[config.mk]
export PLATFORM = sky130hd
export DESIGN_NAME = ascii_robot_command_decoder
export DESIGN_NICKNAME = d
export VERILOG_FILES = /design/src/hw/rtl/arcd_pkg.sv /design/src/hw/rtl/ascii_robot_command_decoder.sv /design/src/hw/rtl/arcd_front.sv /design/src/hw/rtl/arcd_queue.sv /design/src/hw/rtl/arcd_back.sv
export SDC_FILE = /design/constraint.sdc
export NUM_CORES = 1
export LEC_CHECK = 0
export BUFFER_PORTS_ARGS = -buffer_cell sky130_fd_sc_hd__clkbuf_2
export CAP_MARGIN = 20
export CORE_ASPECT_RATIO = 2
export CORE_UTILIZATION = 60
export CTS_CLUSTER_SIZE = 24
export DETAILED_ROUTE_END_ITERATION = 12
export PLACE_DENSITY = 0.78
export SKIP_CTS_REPAIR_TIMING = 1
export SYNTH_ARGS = -nofsm -noshare
export SYNTH_HDL_FRONTEND = slang
export SYNTH_SLANG_ARGS = --single-unit
[constraint.sdc]
create_clock -name clk_i -period 10.3 [get_ports clk_i]
set_input_delay 0 -clock clk_i [delete_from_list [all_inputs] [get_ports clk_i]]
set_output_delay 0 -clock clk_i [all_outputs]
set_load 0.03 [all_outputs]
[src/hw/rtl/arcd_pkg.sv]
// Package for the ASCII robot command decoder.
// Holds the shared types, character codes and the duty arithmetic helper.
// No dependencies.
package arcd_pkg;

  // Only the first slots of a frame are ever decoded.
  localparam int unsigned READ_SLOTS = 10;

  // Command queue between the front and back parts.
  localparam int unsigned QUEUE_DEPTH = 2;
  localparam int unsigned QPTR_W      = 1;
  localparam int unsigned QCNT_W      = 2;

  localparam logic [7:0] CH_BANG  = 8'h21; // '!'
  localparam logic [7:0] CH_HASH  = 8'h23; // '#'
  localparam logic [7:0] CH_AT    = 8'h40; // '@'
  localparam logic [7:0] CH_QUERY = 8'h3F; // '?'
  localparam logic [7:0] CH_ZERO  = 8'h30; // '0'
  localparam logic [7:0] CH_ONE   = 8'h31; // '1'
  localparam logic [7:0] CH_TWO   = 8'h32; // '2'
  localparam logic [7:0] CH_A     = 8'h41;
  localparam logic [7:0] CH_B     = 8'h42;
  localparam logic [7:0] CH_D     = 8'h44;
  localparam logic [7:0] CH_F     = 8'h46;
  localparam logic [7:0] CH_L     = 8'h4C;
  localparam logic [7:0] CH_M     = 8'h4D;
  localparam logic [7:0] CH_P     = 8'h50;
  localparam logic [7:0] CH_R     = 8'h52;
  localparam logic [7:0] CH_S     = 8'h53;
  localparam logic [7:0] CH_T     = 8'h54;

  localparam logic [7:0] DUTY_QUICK  = 8'd80;
  localparam logic [7:0] DIR_FORWARD = 8'd1;

  localparam logic [1:0] SENSOR_SUPPLY = 2'd0;
  localparam logic [1:0] SENSOR_FRONT  = 2'd1;
  localparam logic [1:0] SENSOR_BACK   = 2'd2;

  localparam logic [1:0] MASK_NONE  = 2'b00;
  localparam logic [1:0] MASK_RIGHT = 2'b01;
  localparam logic [1:0] MASK_LEFT  = 2'b10;
  localparam logic [1:0] MASK_BOTH  = 2'b11;

  typedef enum logic [2:0] {
    ACT_STOP   = 3'd0,
    ACT_DRIVE  = 3'd1,
    ACT_PWM    = 3'd2,
    ACT_DIR    = 3'd3,
    ACT_SENSOR = 3'd4,
    ACT_LED    = 3'd5,
    ACT_SAFETY = 3'd6
  } action_e;

  typedef enum logic [1:0] {
    KIND_FRAME = 2'd0,
    KIND_STOP  = 2'd1,
    KIND_QUICK = 2'd2
  } kind_e;

  // One classified command as it travels from the front to the back.
  typedef struct packed {
    kind_e                       kind;
    logic [READ_SLOTS-1:0][7:0] slots;
  } cmd_t;

  function automatic logic [7:0] digit(input logic [7:0] ch);
    digit = ch - CH_ZERO;
  endfunction

  // Three-digit decimal value, kept modulo 256.
  function automatic logic [7:0] duty(input logic [7:0] c0, input logic [7:0] c1,
                                      input logic [7:0] c2);
    logic [7:0] d0;
    logic [7:0] d1;
    logic [7:0] d2;
    d0   = digit(c0);
    d1   = digit(c1);
    d2   = digit(c2);
    duty = 8'(d0 * 8'd100) + 8'(d1 * 8'd10) + d2;
  endfunction

endpackage

[src/hw/rtl/ascii_robot_command_decoder.sv]
// Top level of the ASCII robot command decoder.
// Throughput: one byte per cycle while the command queue is not full. A command
// byte's result is registered into the command queue, then into the result register.
// Reset (rst_ni, asynchronous, active low) clears the frame, the index, both LEDs
// and the safety flag, and empties the queue and the result register.
// Depends on arcd_pkg, arcd_front, arcd_queue and arcd_back.
module ascii_robot_command_decoder #(
  parameter int unsigned FRAME_DEPTH = 15
) (
  input  logic       clk_i,
  input  logic       rst_ni,
  input  logic       in_valid_i,
  output logic       in_stall_o,
  input  logic [7:0] rx_byte_i,
  output logic       out_valid_o,
  input  logic       out_stall_i,
  output logic [2:0] action_o,
  output logic [1:0] motor_mask_o,
  output logic [7:0] right_direction_o,
  output logic [7:0] right_pwm_o,
  output logic [7:0] left_direction_o,
  output logic [7:0] left_pwm_o,
  output logic [1:0] sensor_select_o,
  output logic       blue_led_on_o,
  output logic       red_led_on_o,
  output logic       safety_on_o
);

  // The front takes one transfer per cycle unless the command queue is full.
  // Frame bytes, '!' and bytes that only update the store never need the
  // back part, but stalling on a full queue keeps the control simple.
  logic           accept;
  logic           push;
  logic           full;
  logic           pop;
  logic           head_valid;
  arcd_pkg::cmd_t cmd;
  arcd_pkg::cmd_t head;

  assign in_stall_o = full;
  assign accept     = in_valid_i && !full;

  arcd_front #(
    .FRAME_DEPTH(FRAME_DEPTH)
  ) u_front (
    .clk_i     (clk_i),
    .rst_ni    (rst_ni),
    .accept_i  (accept),
    .rx_byte_i (rx_byte_i),
    .push_o    (push),
    .cmd_o     (cmd)
  );

  // The queue decouples the front from a stalled result register, so bytes keep
  // flowing while a finished result waits to be taken.
  arcd_queue u_queue (
    .clk_i        (clk_i),
    .rst_ni       (rst_ni),
    .push_i       (push),
    .cmd_i        (cmd),
    .full_o       (full),
    .pop_i        (pop),
    .head_valid_o (head_valid),
    .head_o       (head)
  );

  // The back decodes the frame snapshot, updates LED and safety state in
  // command order and drives the result register.
  arcd_back u_back (
    .clk_i             (clk_i),
    .rst_ni            (rst_ni),
    .head_valid_i      (head_valid),
    .head_i            (head),
    .pop_o             (pop),
    .out_valid_o       (out_valid_o),
    .out_stall_i       (out_stall_i),
    .action_o          (action_o),
    .motor_mask_o      (motor_mask_o),
    .right_direction_o (right_direction_o),
    .right_pwm_o       (right_pwm_o),
    .left_direction_o  (left_direction_o),
    .left_pwm_o        (left_pwm_o),
    .sensor_select_o   (sensor_select_o),
    .blue_led_on_o     (blue_led_on_o),
    .red_led_on_o      (red_led_on_o),
    .safety_on_o       (safety_on_o)
  );

endmodule

[src/hw/rtl/arcd_front.sv]
// Front part of the ASCII robot command decoder: accepts bytes, keeps the frame.
// Classifies command bytes and pushes them into the command queue.
// Depends on arcd_pkg.
module arcd_front #(
  parameter int unsigned FRAME_DEPTH = 15
) (
  input  logic              clk_i,
  input  logic              rst_ni,
  input  logic              accept_i,
  input  logic [7:0]        rx_byte_i,
  output logic              push_o,
  output arcd_pkg::cmd_t    cmd_o
);

  localparam int unsigned IDX_W = $clog2(FRAME_DEPTH);

  logic [IDX_W-1:0] idx_q, idx_d;
  logic [7:0]       slot_q [arcd_pkg::READ_SLOTS];
  logic [7:0]       slot_d [arcd_pkg::READ_SLOTS];

  always_comb begin
    idx_d  = idx_q;
    slot_d = slot_q;
    push_o = 1'b0;
    cmd_o.kind = arcd_pkg::KIND_FRAME;
    if (accept_i) begin
      case (rx_byte_i)
        arcd_pkg::CH_BANG: begin
          idx_d = '0;
        end
        arcd_pkg::CH_HASH: begin
          for (int i = 0; i < arcd_pkg::READ_SLOTS; i++) begin
            if (idx_q == IDX_W'(i)) slot_d[i] = 8'd0;
          end
          push_o = 1'b1;
        end
        arcd_pkg::CH_AT: begin
          cmd_o.kind = arcd_pkg::KIND_STOP;
          push_o     = 1'b1;
        end
        arcd_pkg::CH_QUERY: begin
          cmd_o.kind = arcd_pkg::KIND_QUICK;
          push_o     = 1'b1;
        end
        default: begin
          for (int i = 0; i < arcd_pkg::READ_SLOTS; i++) begin
            if (idx_q == IDX_W'(i)) slot_d[i] = rx_byte_i;
          end
          idx_d = (idx_q == IDX_W'(FRAME_DEPTH - 1)) ? '0 : idx_q + 1'b1;
        end
      endcase
    end
    // The frame snapshot includes the end mark written in this transfer.
    for (int i = 0; i < arcd_pkg::READ_SLOTS; i++) begin
      cmd_o.slots[i] = slot_d[i];
    end
  end

  always_ff @(posedge clk_i or negedge rst_ni) begin
    if (!rst_ni) begin
      idx_q <= '0;
      for (int i = 0; i < arcd_pkg::READ_SLOTS; i++) slot_q[i] <= 8'd0;
    end else begin
      idx_q  <= idx_d;
      slot_q <= slot_d;
    end
  end

endmodule

[src/hw/rtl/arcd_queue.sv]
// Two-entry command queue between the front and back parts.
// Depends on arcd_pkg.
module arcd_queue (
  input  logic           clk_i,
  input  logic           rst_ni,
  input  logic           push_i,
  input  arcd_pkg::cmd_t cmd_i,
  output logic           full_o,
  input  logic           pop_i,
  output logic           head_valid_o,
  output arcd_pkg::cmd_t head_o
);

  arcd_pkg::cmd_t                mem_q [arcd_pkg::QUEUE_DEPTH];
  logic [arcd_pkg::QPTR_W-1:0]   wr_q, rd_q;
  logic [arcd_pkg::QCNT_W-1:0]   cnt_q;
  logic                          do_push, do_pop;

  assign full_o       = (cnt_q == arcd_pkg::QCNT_W'(arcd_pkg::QUEUE_DEPTH));
  assign head_valid_o = (cnt_q != '0);
  assign head_o       = mem_q[rd_q];
  assign do_push      = push_i && !full_o;
  assign do_pop       = pop_i && head_valid_o;

  always_ff @(posedge clk_i) begin
    if (do_push) mem_q[wr_q] <= cmd_i;
  end

  always_ff @(posedge clk_i or negedge rst_ni) begin
    if (!rst_ni) begin
      wr_q  <= '0;
      rd_q  <= '0;
      cnt_q <= '0;
    end else begin
      if (do_push) wr_q <= wr_q + 1'b1;
      if (do_pop)  rd_q <= rd_q + 1'b1;
      case ({do_push, do_pop})
        2'b10:   cnt_q <= cnt_q + 1'b1;
        2'b01:   cnt_q <= cnt_q - 1'b1;
        default: cnt_q <= cnt_q;
      endcase
    end
  end

endmodule

[src/hw/rtl/arcd_back.sv]
// Back part of the ASCII robot command decoder: decodes queued commands,
// owns the LED and safety flags and holds the result register.
// Depends on arcd_pkg.
module arcd_back (
  input  logic                 clk_i,
  input  logic                 rst_ni,
  input  logic                 head_valid_i,
  input  arcd_pkg::cmd_t       head_i,
  output logic                 pop_o,
  output logic                 out_valid_o,
  input  logic                 out_stall_i,
  output logic [2:0]           action_o,
  output logic [1:0]           motor_mask_o,
  output logic [7:0]           right_direction_o,
  output logic [7:0]           right_pwm_o,
  output logic [7:0]           left_direction_o,
  output logic [7:0]           left_pwm_o,
  output logic [1:0]           sensor_select_o,
  output logic                 blue_led_on_o,
  output logic                 red_led_on_o,
  output logic                 safety_on_o
);

  logic             out_valid_q;
  logic             blue_q, blue_d, red_q, red_d, safety_q, safety_d;
  logic             res_valid;
  arcd_pkg::action_e act;
  logic [1:0]       mask;
  logic [7:0]       rdir, rpwm, ldir, lpwm;
  logic [1:0]       sensor;
  logic [7:0]       c0, c1, c2;
  logic [7:0]       duty3;
  logic             load;

  logic [2:0]       action_q;
  logic [1:0]       mask_q, sensor_q;
  logic [7:0]       rdir_q, rpwm_q, ldir_q, lpwm_q;
  logic             blue_out_q, red_out_q, safety_out_q;

  assign load  = head_valid_i && (!out_valid_q || !out_stall_i);
  assign pop_o = load;

  assign c0    = head_i.slots[0];
  assign c1    = head_i.slots[1];
  assign c2    = head_i.slots[2];
  assign duty3 = arcd_pkg::duty(head_i.slots[3], head_i.slots[4], head_i.slots[5]);

  always_comb begin
    res_valid = 1'b0;
    act       = arcd_pkg::ACT_STOP;
    mask      = arcd_pkg::MASK_NONE;
    rdir      = 8'd0;
    rpwm      = 8'd0;
    ldir      = 8'd0;
    lpwm      = 8'd0;
    sensor    = arcd_pkg::SENSOR_SUPPLY;
    blue_d    = blue_q;
    red_d     = red_q;
    safety_d  = safety_q;
    case (head_i.kind)
      arcd_pkg::KIND_STOP: begin
        res_valid = 1'b1;
        mask      = arcd_pkg::MASK_BOTH;
      end
      arcd_pkg::KIND_QUICK: begin
        res_valid = 1'b1;
        act       = arcd_pkg::ACT_DRIVE;
        mask      = arcd_pkg::MASK_BOTH;
        rdir      = arcd_pkg::DIR_FORWARD;
        ldir      = arcd_pkg::DIR_FORWARD;
        rpwm      = arcd_pkg::DUTY_QUICK;
        lpwm      = arcd_pkg::DUTY_QUICK;
      end
      arcd_pkg::KIND_FRAME: begin
        case (c0)
          arcd_pkg::CH_A: begin
            act = arcd_pkg::ACT_SENSOR;
            if (c1 == arcd_pkg::CH_P) begin
              res_valid = 1'b1;
            end else if (c1 == arcd_pkg::CH_F) begin
              res_valid = 1'b1;
              sensor    = arcd_pkg::SENSOR_FRONT;
            end else if (c1 == arcd_pkg::CH_B) begin
              res_valid = 1'b1;
              sensor    = arcd_pkg::SENSOR_BACK;
            end
          end
          arcd_pkg::CH_L: begin
            act = arcd_pkg::ACT_LED;
            if (c1 == arcd_pkg::CH_B || c1 == arcd_pkg::CH_R) begin
              res_valid = (c2 == arcd_pkg::CH_S) || (c2 == arcd_pkg::CH_R) ||
                          (c2 == arcd_pkg::CH_T);
              if (c1 == arcd_pkg::CH_B) begin
                if (c2 == arcd_pkg::CH_S)      blue_d = 1'b1;
                else if (c2 == arcd_pkg::CH_R) blue_d = 1'b0;
                else if (c2 == arcd_pkg::CH_T) blue_d = !blue_q;
              end else begin
                if (c2 == arcd_pkg::CH_S)      red_d = 1'b1;
                else if (c2 == arcd_pkg::CH_R) red_d = 1'b0;
                else if (c2 == arcd_pkg::CH_T) red_d = !red_q;
              end
            end
          end
          arcd_pkg::CH_M: begin
            if (c1 == arcd_pkg::CH_S) begin
              res_valid = 1'b1;
              mask      = arcd_pkg::MASK_BOTH;
            end else if (c1 == arcd_pkg::CH_B) begin
              res_valid = 1'b1;
              act       = arcd_pkg::ACT_DRIVE;
              mask      = arcd_pkg::MASK_BOTH;
              rdir      = arcd_pkg::digit(head_i.slots[2]);
              rpwm      = duty3;
              ldir      = arcd_pkg::digit(head_i.slots[6]);
              lpwm      = arcd_pkg::duty(head_i.slots[7], head_i.slots[8],
                                         head_i.slots[9]);
            end else if (c1 == arcd_pkg::CH_P) begin
              act = arcd_pkg::ACT_PWM;
              if (c2 == arcd_pkg::CH_ONE) begin
                res_valid = 1'b1;
                mask      = arcd_pkg::MASK_RIGHT;
                rpwm      = duty3;
              end else if (c2 == arcd_pkg::CH_TWO) begin
                res_valid = 1'b1;
                mask      = arcd_pkg::MASK_LEFT;
                lpwm      = duty3;
              end else if (c2 == arcd_pkg::CH_B) begin
                res_valid = 1'b1;
                mask      = arcd_pkg::MASK_BOTH;
                rpwm      = duty3;
                lpwm      = duty3;
              end
            end else if (c1 == arcd_pkg::CH_D) begin
              res_valid = 1'b1;
              act       = arcd_pkg::ACT_DIR;
              mask      = arcd_pkg::MASK_BOTH;
              rdir      = arcd_pkg::digit(head_i.slots[2]);
              ldir      = arcd_pkg::digit(head_i.slots[3]);
            end else if (c1 == arcd_pkg::CH_ONE) begin
              res_valid = 1'b1;
              act       = arcd_pkg::ACT_DRIVE;
              mask      = arcd_pkg::MASK_RIGHT;
              rdir      = arcd_pkg::digit(head_i.slots[2]);
              rpwm      = duty3;
            end else if (c1 == arcd_pkg::CH_TWO) begin
              res_valid = 1'b1;
              act       = arcd_pkg::ACT_DRIVE;
              mask      = arcd_pkg::MASK_LEFT;
              ldir      = arcd_pkg::digit(head_i.slots[2]);
              lpwm      = duty3;
            end
          end
          arcd_pkg::CH_S: begin
            act = arcd_pkg::ACT_SAFETY;
            if (c1 == arcd_pkg::CH_S) begin
              res_valid = 1'b1;
              safety_d  = 1'b1;
            end else if (c1 == arcd_pkg::CH_R) begin
              res_valid = 1'b1;
              safety_d  = 1'b0;
            end
          end
          default: begin
            res_valid = 1'b0;
          end
        endcase
      end
      default: begin
        res_valid = 1'b0;
      end
    endcase
  end

  always_ff @(posedge clk_i or negedge rst_ni) begin
    if (!rst_ni) begin
      out_valid_q <= 1'b0;
      blue_q      <= 1'b0;
      red_q       <= 1'b0;
      safety_q    <= 1'b0;
    end else if (load) begin
      out_valid_q <= res_valid;
      blue_q      <= blue_d;
      red_q       <= red_d;
      safety_q    <= safety_d;
    end else if (!out_stall_i) begin
      out_valid_q <= 1'b0;
    end
  end

  always_ff @(posedge clk_i) begin
    if (load && res_valid) begin
      action_q     <= act;
      mask_q       <= mask;
      rdir_q       <= rdir;
      rpwm_q       <= rpwm;
      ldir_q       <= ldir;
      lpwm_q       <= lpwm;
      sensor_q     <= sensor;
      blue_out_q   <= blue_d;
      red_out_q    <= red_d;
      safety_out_q <= safety_d;
    end
  end

  assign out_valid_o       = out_valid_q;
  assign action_o          = action_q;
  assign motor_mask_o      = mask_q;
  assign right_direction_o = rdir_q;
  assign right_pwm_o       = rpwm_q;
  assign left_direction_o  = ldir_q;
  assign left_pwm_o        = lpwm_q;
  assign sensor_select_o   = sensor_q;
  assign blue_led_on_o     = blue_out_q;
  assign red_led_on_o      = red_out_q;
  assign safety_on_o       = safety_out_q;

endmodule

==> impl_results.md, run 1 <==
* Final hold viol count at 0
* Sequential share of power at 0.367
* Number of remaining DRC errors at 0
* Combinational group share of total power at 0.413
* Clock transition at path regs at 0.07 ns
* Main combinational cell family by area after synthesis: simple AND/OR/NAND/NOR gates
* Proportion of synthesized flip-flops having asynchronous set or reset at 0.308
* Nets@finish at 1107
* Startpoint of the worst register-to-register path: u_queue.rd_q
* Final cycle utilization of the critical path at 0.479
* Setup repair after global routing missed its margin: false
* Fraction of layout cells with a size suffix above 1 at 0.160
* Antenna violations before repair at 0
* Adder and majority gate portion of the synthesized area at 0.0727
* Portion of the post-synthesis area used by sequential elements at 0.628
* Minimum clock period after layout at 4.93 ns
* Antenna diode count at 0
* Crit end category: register
* Number of detailed-route iterations in the first pass at 7
* CTS Buffer Depth at 3
* Crit start category: register
* Netlist cell types at 68
* Count of synthesis-stage warnings from yosys at 0
* Final wirelength at 28.8 mm
* Register bit count reported by yosys at 286
* Clock insertion delay at the later pin of the skew report at 0.53 ns
* Count of flip-flops with a built-in enable after synthesis at 198
* Cell count after synthesis at 960
* Critical Path Start: u_queue.rd_q
* H-Tree Depth at 1
* Port Buffer Count at 55
* Share of synthesized area spent on multiplexers at 0.0682
* Vias after detailed routing at 8023
* Drt wl/cell at 21.9 um
* TritonCTS Sinks at 286
* Setup_tns at 0 ns
* Pleak at 5.78 nW
* Areal power density over the cells at 301 nW/um^2
* Xor/xnor share of the synthesized area at 0.0352
* Global router's overall resource usage at 0.266
* Routed Antenna Nets at 0
* Die height at 210 um
* Number of top-level pins at 56
* Die span in x at 106 um
* Final Slew Violations at 0
* Average footprint of a synthesized cell at 13.5 um^2
* Path class of the lowest-slack min-delay path: in -> reg
* Number of global-route vias before repair at 8085
* Category of the critical setup timing path: reg -> reg
* Summed instance area of the synthesized netlist at 13000 um^2
* Net load switching power at 1.52 mW
* Relative slew slack at 0.266
* Arrival @ worst endpoint at 5.18 ns
* Die ar. at 22200 um^2
* Avg Vias per Cell at 6.10
* Initial cell density of the core at 0.614
* Area of the core region at 21100 um^2
* CP Data Required Time at 10.55 ns
* Utilization after layout at 0.685
* Area growth, synth to finish at 11.4%
* Area fraction in and, or, nand and nor cells after synthesis at 0.0920
* Result of the run: finished clean
* TritonCTS clock tree: done
* Global-route wire length before repair at 43.8 mm
* DRC marker count from the first detailed-route iteration at 673
* Internal power component at 2.84 mW
* Depth of the worst register-to-register path at 14
* Cell area after placement at 13500 um^2
* Number of cells on the worst hold path at 2
* Cell area after layout at 14500 um^2
* HPWL reported at the end of detailed placement at 20.2 mm
* Most used flip-flop cell after synthesis: sky130_fd_sc_hd__edfxtp_1
* GRT Residual Overflow at 0
* Achievable frequency at 0.203 GHz
* Flop2flop setup slack at 5.37 ns
* Termination of the worst setup path: u_back.left_pwm_o[7]
* Fraction of power consumed by the clock network at 0.220
* FP Rows at 75
* Nets in the synthesized netlist at 1039
* Terminus of the critical flop-to-flop path: u_back.left_pwm_o[7]
* TritonCTS Buffers at 24
* Final-report setup violation count at 0
* Fraction of the mapped netlist area in compound gates at 0.0817
* VDD IR max at 0.000249 V
* Worst-path fanout max at 68
* Buffer type at the clock tree root: sky130_fd_sc_hd__clkbuf_16
* Layout Skew at 0.0116 ns
* Pwr Total at 4.36 mW
* Net switching fraction of the power at 0.348
* MaxCap Viol Count at 0
* Maximum number of pins on one net before global-route repair at 79
* Measured slew at the worst slew-check pin at 1.10 ns
* RePlAce Congestion at 0.913
==> power by group through the flow <==
| stage | Clock, mW | Combinational, mW | Sequential (mW) |
|---|---|---|---|
| after floorplan | 0 | 1.35 | 1.60 |
| after global placement | 0 | 1.74 | 1.61 |
| after detailed placement | 0 | 1.79 | 1.62 |
| after CTS | 0.974 | 1.81 | 1.59 |
| after global routing | 1.02 | 1.98 | 1.62 |
| final | 0.959 | 1.80 | 1.60 |
==> per-layer routing <==
| layer | GRT usage | wire [um] |
|---|---|---|
| met1 | 0.286 | 10100 |
| met2 | 0.502 | 15900 |
| met3 | 0.0297 | 1250 |
| met4 | 0.142 | 1450 |
| met5 | 0 | 0 |
==> sequential cells by signal (all words and copies together) (netlist names), 2 cells and up <==
| name | flops |
|---|---|
| u_back.left_direction_o | 8 |
| u_back.motor_mask_o | 2 |
| u_front.slot_q | 76 |
| u_back.left_pwm_o | 8 |
| u_back.sensor_select_o | 2 |
| u_front.idx_q | 4 |
| u_back.right_direction_o | 8 |
| u_back.action_o | 3 |
| u_back.right_pwm_o | 8 |
| u_queue.cnt_q | 2 |
| u_queue.mem_q | 156 |
==> logic make-up (layout without fill, tap and decap cells) <==
logic type,after synthesis,in the layout
mux,82,82
xor+xnor,49,49
compound gates,163,163
simple gates,246,246
flops,286,286
buf+inv,67,153
fa+ha+maj,67,67
==> stage by stage <==
stage               cells  setup slack [ns]  hold WS, ns
floorplan             960              4.82       -0.296
global placement     1263              5.46       -0.103
detailed placement   1263              5.34       -0.106
CTS                  1307              5.32       -0.661
global route         1315              5.14       0.0325
finish               1315              5.37      0.00922
==> layout by cell type (no fill, tap or decap), types with 31 or more instances in the layout <==
master                     synthesis  layout
sky130_fd_sc_hd__edfxtp_1        198     198
sky130_fd_sc_hd__nand2_1          99      99
sky130_fd_sc_hd__dfrtp_1          88      87
sky130_fd_sc_hd__o21ai_0          68      68
sky130_fd_sc_hd__clkbuf_2          0      54
sky130_fd_sc_hd__ha_1             53      53
sky130_fd_sc_hd__mux2_2           51      51
sky130_fd_sc_hd__nor2_1           52      50
sky130_fd_sc_hd__inv_1            40      40
sky130_fd_sc_hd__xnor2_1          38      38
sky130_fd_sc_hd__mux2i_1          31      31
==> area by class of cell <==
cell class / count / area (um^2)
clock buffers: 32 / 672
clock inverters: 12 / 174
inverters: 40 / 150
repair buffers: 69 / 400
well taps: 269 / 337
flip-flops and latches: 286 / 8150
multi-input cells: 607 / 4570
fillers: 1483 / 6660
==> worst min-delay path by stage <==
stage | startpoint | endpoint
floorplan | rst_ni | u_back.blue_q
global placement | rst_ni | u_front.slot_q[78]
detailed placement | rst_ni | u_front.slot_q[78]
CTS | rst_ni | u_front.slot_q[74]
global route | rx_byte_i[7] | u_front.slot_q[39]
finish | rx_byte_i[7] | u_front.slot_q[39]
==> worst max-delay path: stages (launching register included) <==
cell and delay, ns:
sky130_fd_sc_hd__dfrtp_4 0.77, sky130_fd_sc_hd__buf_4 0.72, sky130_fd_sc_hd__mux2_2 0.45, sky130_fd_sc_hd__ha_1 0.30, sky130_fd_sc_hd__ha_1 0.30, sky130_fd_sc_hd__ha_1 0.27, sky130_fd_sc_hd__inv_1 0.05, sky130_fd_sc_hd__fa_1 0.37
sky130_fd_sc_hd__xnor2_1 0.14, sky130_fd_sc_hd__xnor2_1 0.21, sky130_fd_sc_hd__xnor3_1 0.26, sky130_fd_sc_hd__xor2_1 0.22, sky130_fd_sc_hd__xnor3_1 0.39, sky130_fd_sc_hd__nand2_1 0.10, sky130_fd_sc_hd__a21oi_1 0.07
==> Yosys cell counts, types with 8 or more instances <==
cell type,instances,share of area
sky130_fd_sc_hd__a21o_1,10,0.0058
sky130_fd_sc_hd__a21oi_1,21,0.0081
sky130_fd_sc_hd__a22o_1,9,0.0061
sky130_fd_sc_hd__and2_1,11,0.0053
sky130_fd_sc_hd__buf_2,9,0.0035
sky130_fd_sc_hd__clkbuf_1,15,0.0043
sky130_fd_sc_hd__dfrtp_1,88,0.17
sky130_fd_sc_hd__edfxtp_1,198,0.46
sky130_fd_sc_hd__fa_1,14,0.022
sky130_fd_sc_hd__ha_1,53,0.051
sky130_fd_sc_hd__inv_1,40,0.012
sky130_fd_sc_hd__mux2_2,51,0.044
sky130_fd_sc_hd__mux2i_1,31,0.024
sky130_fd_sc_hd__nand2_1,99,0.029
sky130_fd_sc_hd__nand3_1,18,0.0069
sky130_fd_sc_hd__nand4_1,8,0.0039
sky130_fd_sc_hd__nor2_1,52,0.015
sky130_fd_sc_hd__nor3_1,10,0.0039
sky130_fd_sc_hd__o21ai_0,68,0.026
sky130_fd_sc_hd__xnor2_1,38,0.026
sky130_fd_sc_hd__xor2_1,9,0.0061
(Power assumes the default switching activity.)
==> run 2: changes to the inputs <==
Settings changed: ABC_AREA set to 1.
Clock period 10.3 ns to 4.85 ns, I/O delays scaled along.
==> run 2 against run 1 <==
Against the previous run:
- total power up 130%
- cell count up 24%
- via count up 11%
- critical path type unchanged
- global-route usage up 0.36 points
- clock power up 96%
- combinational power rose to 2.7 times the previous value
- worst hold slack worse by 0.0063 ns
- count of clock-buffer cells in the layout up 2
- routed wire length up 2.1%
- sequential power up 110%
- synthesized area up 3.8%
==> impl_results.md, run 2 <==
* FP Rows at 77 (+2.7%)
* Area of the core region at 22100 um^2 (+4.5%)
* Clock insertion delay at the later pin of the skew report at 0.54 ns (about the same)
* Final-report setup violation count at 0 (unchanged)
* Number of detailed-route iterations in the first pass at 5 (-2)
* Hold Worst Slack at 0.00291 ns (-0.00631 ns)
* Cell area after placement at 14000 um^2 (+3.7%)
* Xor/xnor share of the synthesized area at 0.0207 (-0.0145)
* Arrival @ worst endpoint at 4.60 ns (-0.58 ns)
* Average footprint of a synthesized cell at 10.7 um^2 (-21%)
* HPWL reported at the end of detailed placement at 20.9 mm (+3.3%)
* Registers with the most flip-flops: u_queue.mem_q x156, u_front.slot_q x76
* Main combinational cell family by area after synthesis: simple AND/OR/NAND/NOR gates
* H-Tree Depth at 1 (unchanged)
* MaxCap Viol Count at 0 (unchanged)
* Nets in the synthesized netlist at 1336 (+29%)
* Antenna violations before repair at 0 (unchanged)
* Measured slew at the worst slew-check pin at 1.09 ns (-0.00851 ns)
* Area fraction in and, or, nand and nor cells after synthesis at 0.157 (+0.0651)
* Count of flip-flops with a built-in enable after synthesis at 198 (unchanged)
* Largest register by flop count: u_queue.mem_q
* Inst Count DP at 1578 (+25%)
* Most used flip-flop cell after synthesis: sky130_fd_sc_hd__edfxtp_1
* VDD IR max at 0.000513 V (+110%)
* Setup_tns at 0 ns (unchanged)
* Die height at 214 um (+1.8%)
* DRC marker count from the first detailed-route iteration at 492 (-27%)
* CP Data Required Time at 5.13 ns (-5.42 ns)
* Antenna diode count at 0 (unchanged)
* Maximum number of pins on one net before global-route repair at 79 (unchanged)
* Final Slew Violations at 0 (unchanged)
* Cell count after synthesis at 1257 (+31%)
* Relative slew slack at 0.272 (+0.00568)
* Net load switching power at 4.15 mW (+170%)
* Achievable frequency at 0.231 GHz (+14%)
* Global-route wire length before repair at 45.9 mm (+4.9%)
* Buffer type at the clock tree root: sky130_fd_sc_hd__clkbuf_16
* Combinational group share of total power at 0.486 (+0.073)
* Avg Vias per Cell at 5.50 (-9.9%)
* Most common cell after layout, fill and taps aside: sky130_fd_sc_hd__nand2_1
* Global router's overall resource usage at 0.270 (+0.00361)
* Share of synthesized area spent on multiplexers at 0.0216 (-0.0466)
* Portion of the post-synthesis area used by sequential elements at 0.605 (-0.0227)
* Final hold viol count at 0 (unchanged)
* Summed instance area of the synthesized netlist at 13500 um^2 (+3.8%)
* Number of top-level pins at 56 (unchanged)
* Initial cell density of the core at 0.610 (-0.00435)
* Area growth, synth to finish at 10.3%
* Pleak at 6.69 nW (+16%)
* Share of the synthesized area in the top cell type at 0.442 (-0.0166)
* Adder and majority gate portion of the synthesized area at 0.0701 (-0.00263)
* Areal power density over the cells at 680 nW/um^2 (+130%)
* Fraction of power consumed by the clock network at 0.186 (-0.034)
* Drt wl/cell at 18.1 um (-17%)
* Most instantiated cells after synthesis: sky130_fd_sc_hd__nand2_1 (337), sky130_fd_sc_hd__edfxtp_1 (198), sky130_fd_sc_hd__inv_1 (160)
* GRT Residual Overflow at 0 (unchanged)
* Count of synthesis-stage warnings from yosys at 0 (unchanged)
* Final cycle utilization of the critical path at 0.891 (+0.412)
* Path class of the lowest-slack min-delay path: in -> reg
* Layout Skew at 0.0154 ns (+0.00386 ns)
* Netlist cell types at 51 (-25%)
* TritonCTS clock tree: done
* Net switching fraction of the power at 0.411 (+0.0629)
* TritonCTS Sinks at 286 (unchanged)
* RePlAce Congestion at 0.975 (+6.8%)
* Fraction of layout cells with a size suffix above 1 at 0.126 (-0.0337)
* Crit start category: register
* Biggest area contributors in the synthesized netlist: sky130_fd_sc_hd__edfxtp_1 (44%), sky130_fd_sc_hd__dfrtp_1 (16%), sky130_fd_sc_hd__nand2_1 (9.4%)
* Die span in x at 108 um (+1.8%)
* Internal power component at 5.94 mW (+110%)
* CTS Buffer Depth at 3 (unchanged)
* Number of global-route vias before repair at 8927 (+10%)
* Fraction of the mapped netlist area in compound gates at 0.0629 (-0.0188)
* Minimum clock period after layout at 4.32 ns (-0.612 ns)
* Number of flip-flops under the largest register name at 156 (unchanged)
* Vias after detailed routing at 8937 (+11%)
* Proportion of synthesized flip-flops having asynchronous set or reset at 0.308 (unchanged)
* Non-filler cells, final at 1626 (+24%)
* Die ar. at 23100 um^2 (+3.7%)
* Routed Antenna Nets at 0 (unchanged)
* TritonCTS Buffers at 24 (unchanged)
* Register bit count reported by yosys at 286 (unchanged)
* Sequential share of power at 0.328 (-0.039)
* Category of the critical setup timing path: reg -> reg
* Commonest non-fill, non-tap cells in the layout: sky130_fd_sc_hd__nand2_1 (337), sky130_fd_sc_hd__edfxtp_1 (198), sky130_fd_sc_hd__inv_1 (160), sky130_fd_sc_hd__dfrtp_1 (87), sky130_fd_sc_hd__o21ai_0 (71)
* Cell with the most instances after synthesis: sky130_fd_sc_hd__nand2_1
* Worst-path fanout max at 10 (-85%)
* Crit end category: register
* Nets@finish at 1411 (+27%)
* Final wirelength at 29.4 mm (+2.1%)
* Clock transition at path regs at 0.07 ns (about the same)
* Port Buffer Count at 55 (unchanged)
* Setup repair after global routing missed its margin: false
* Cell area after layout at 14800 um^2 (+2.7%)
* Cell type contributing the most total cell area after synthesis: sky130_fd_sc_hd__edfxtp_1
* Number of remaining DRC errors at 0 (unchanged)
* Result of the run: finished clean
## run 2: cell families (layout without fill, tap and decap cells)
group | Yosys count | after routing
adders and majority gates | 67 | 67
muxes | 29 | 29
and+or+nand+nor | 498 | 498
DFF | 286 | 286
buffers and inverters | 197 | 290
xor gates and xnor gates | 31 | 31
AOI/OAI and AO/OA | 149 | 149
## run 2: layer usage
metal  GRT usage  wire length, um  part of all wire
met5           0                0                 0
met4       0.183             2020             0.069
met3      0.0304             1390             0.047
met2       0.496            15800              0.54
met1       0.284            10200              0.35
## run 2: path summary, 6_finish.rpt
check	start	to	slack (ns)	depth (start not counted)
max	u_queue.rd_q	u_back.left_pwm_o[7]	0.53	22
min	rx_byte_i[4]	u_queue.mem_q[1][81]	0.003	5
max reg2reg	u_queue.rd_q	u_back.left_pwm_o[7]	0.53	22
min reg2reg	u_back.safety_q	u_back.safety_q	0.49	2
max in group asynchronous	rst_ni	u_queue.rd_q	3.71	3
min in group asynchronous	rst_ni	u_front.slot_q[46]	0.04	2
## run 2: power by group through the flow
stage | Combinational [mW] | Clock [mW] | Sequential [mW]
global placement | 4.73 | 0 | 3.34
detailed placement | 4.88 | 0 | 3.36
CTS | 4.94 | 1.90 | 3.31
floorplan | 3.62 | 0 | 3.40
finish | 4.91 | 1.88 | 3.31
global route | 5.65 | 2.00 | 3.34
## run 2: stage by stage
stage               total power, mW  setup slack (ns)  utilization
floorplan                      7.02             0.134            -
global placement               8.06             0.653        0.636
detailed placement             8.24             0.574        0.636
CTS                            10.1             0.523        0.671
global route                   11.0            0.0983        0.673
finish                         10.1             0.529        0.673
## run 2: layout make-up
type                            count  area, um^2
Fill cell                        1646        7220
Sequential cell                   286        8150
Timing Repair Buffer               72         428
Clock buffer                       34         699
Tap cell                          276         345
Inverter                          174         659
Multi-Input combinational cell    774        4490
Clock inverter                     10        68.8
## run 2: critical path, stage by stage, from the launching register on
cell	delay (ns)
sky130_fd_sc_hd__dfrtp_2	0.49
sky130_fd_sc_hd__buf_4	0.21
sky130_fd_sc_hd__nand2_1	0.08
sky130_fd_sc_hd__nand2_2	0.08
sky130_fd_sc_hd__ha_1	0.30
sky130_fd_sc_hd__ha_1	0.28
sky130_fd_sc_hd__ha_1	0.33
sky130_fd_sc_hd__xnor2_1	0.14
sky130_fd_sc_hd__ha_1	0.29
sky130_fd_sc_hd__fa_1	0.55
sky130_fd_sc_hd__inv_1	0.05
sky130_fd_sc_hd__ha_1	0.30
sky130_fd_sc_hd__inv_1	0.06
sky130_fd_sc_hd__nor3_1	0.22
sky130_fd_sc_hd__nor2_1	0.07
sky130_fd_sc_hd__nand3_1	0.11
sky130_fd_sc_hd__nand2_1	0.06
sky130_fd_sc_hd__nand2_1	0.08
sky130_fd_sc_hd__nand2_1	0.06
sky130_fd_sc_hd__nand2_1	0.07
sky130_fd_sc_hd__nand3_1	0.10
sky130_fd_sc_hd__nand2_1	0.11
sky130_fd_sc_hd__a21oi_2	0.04
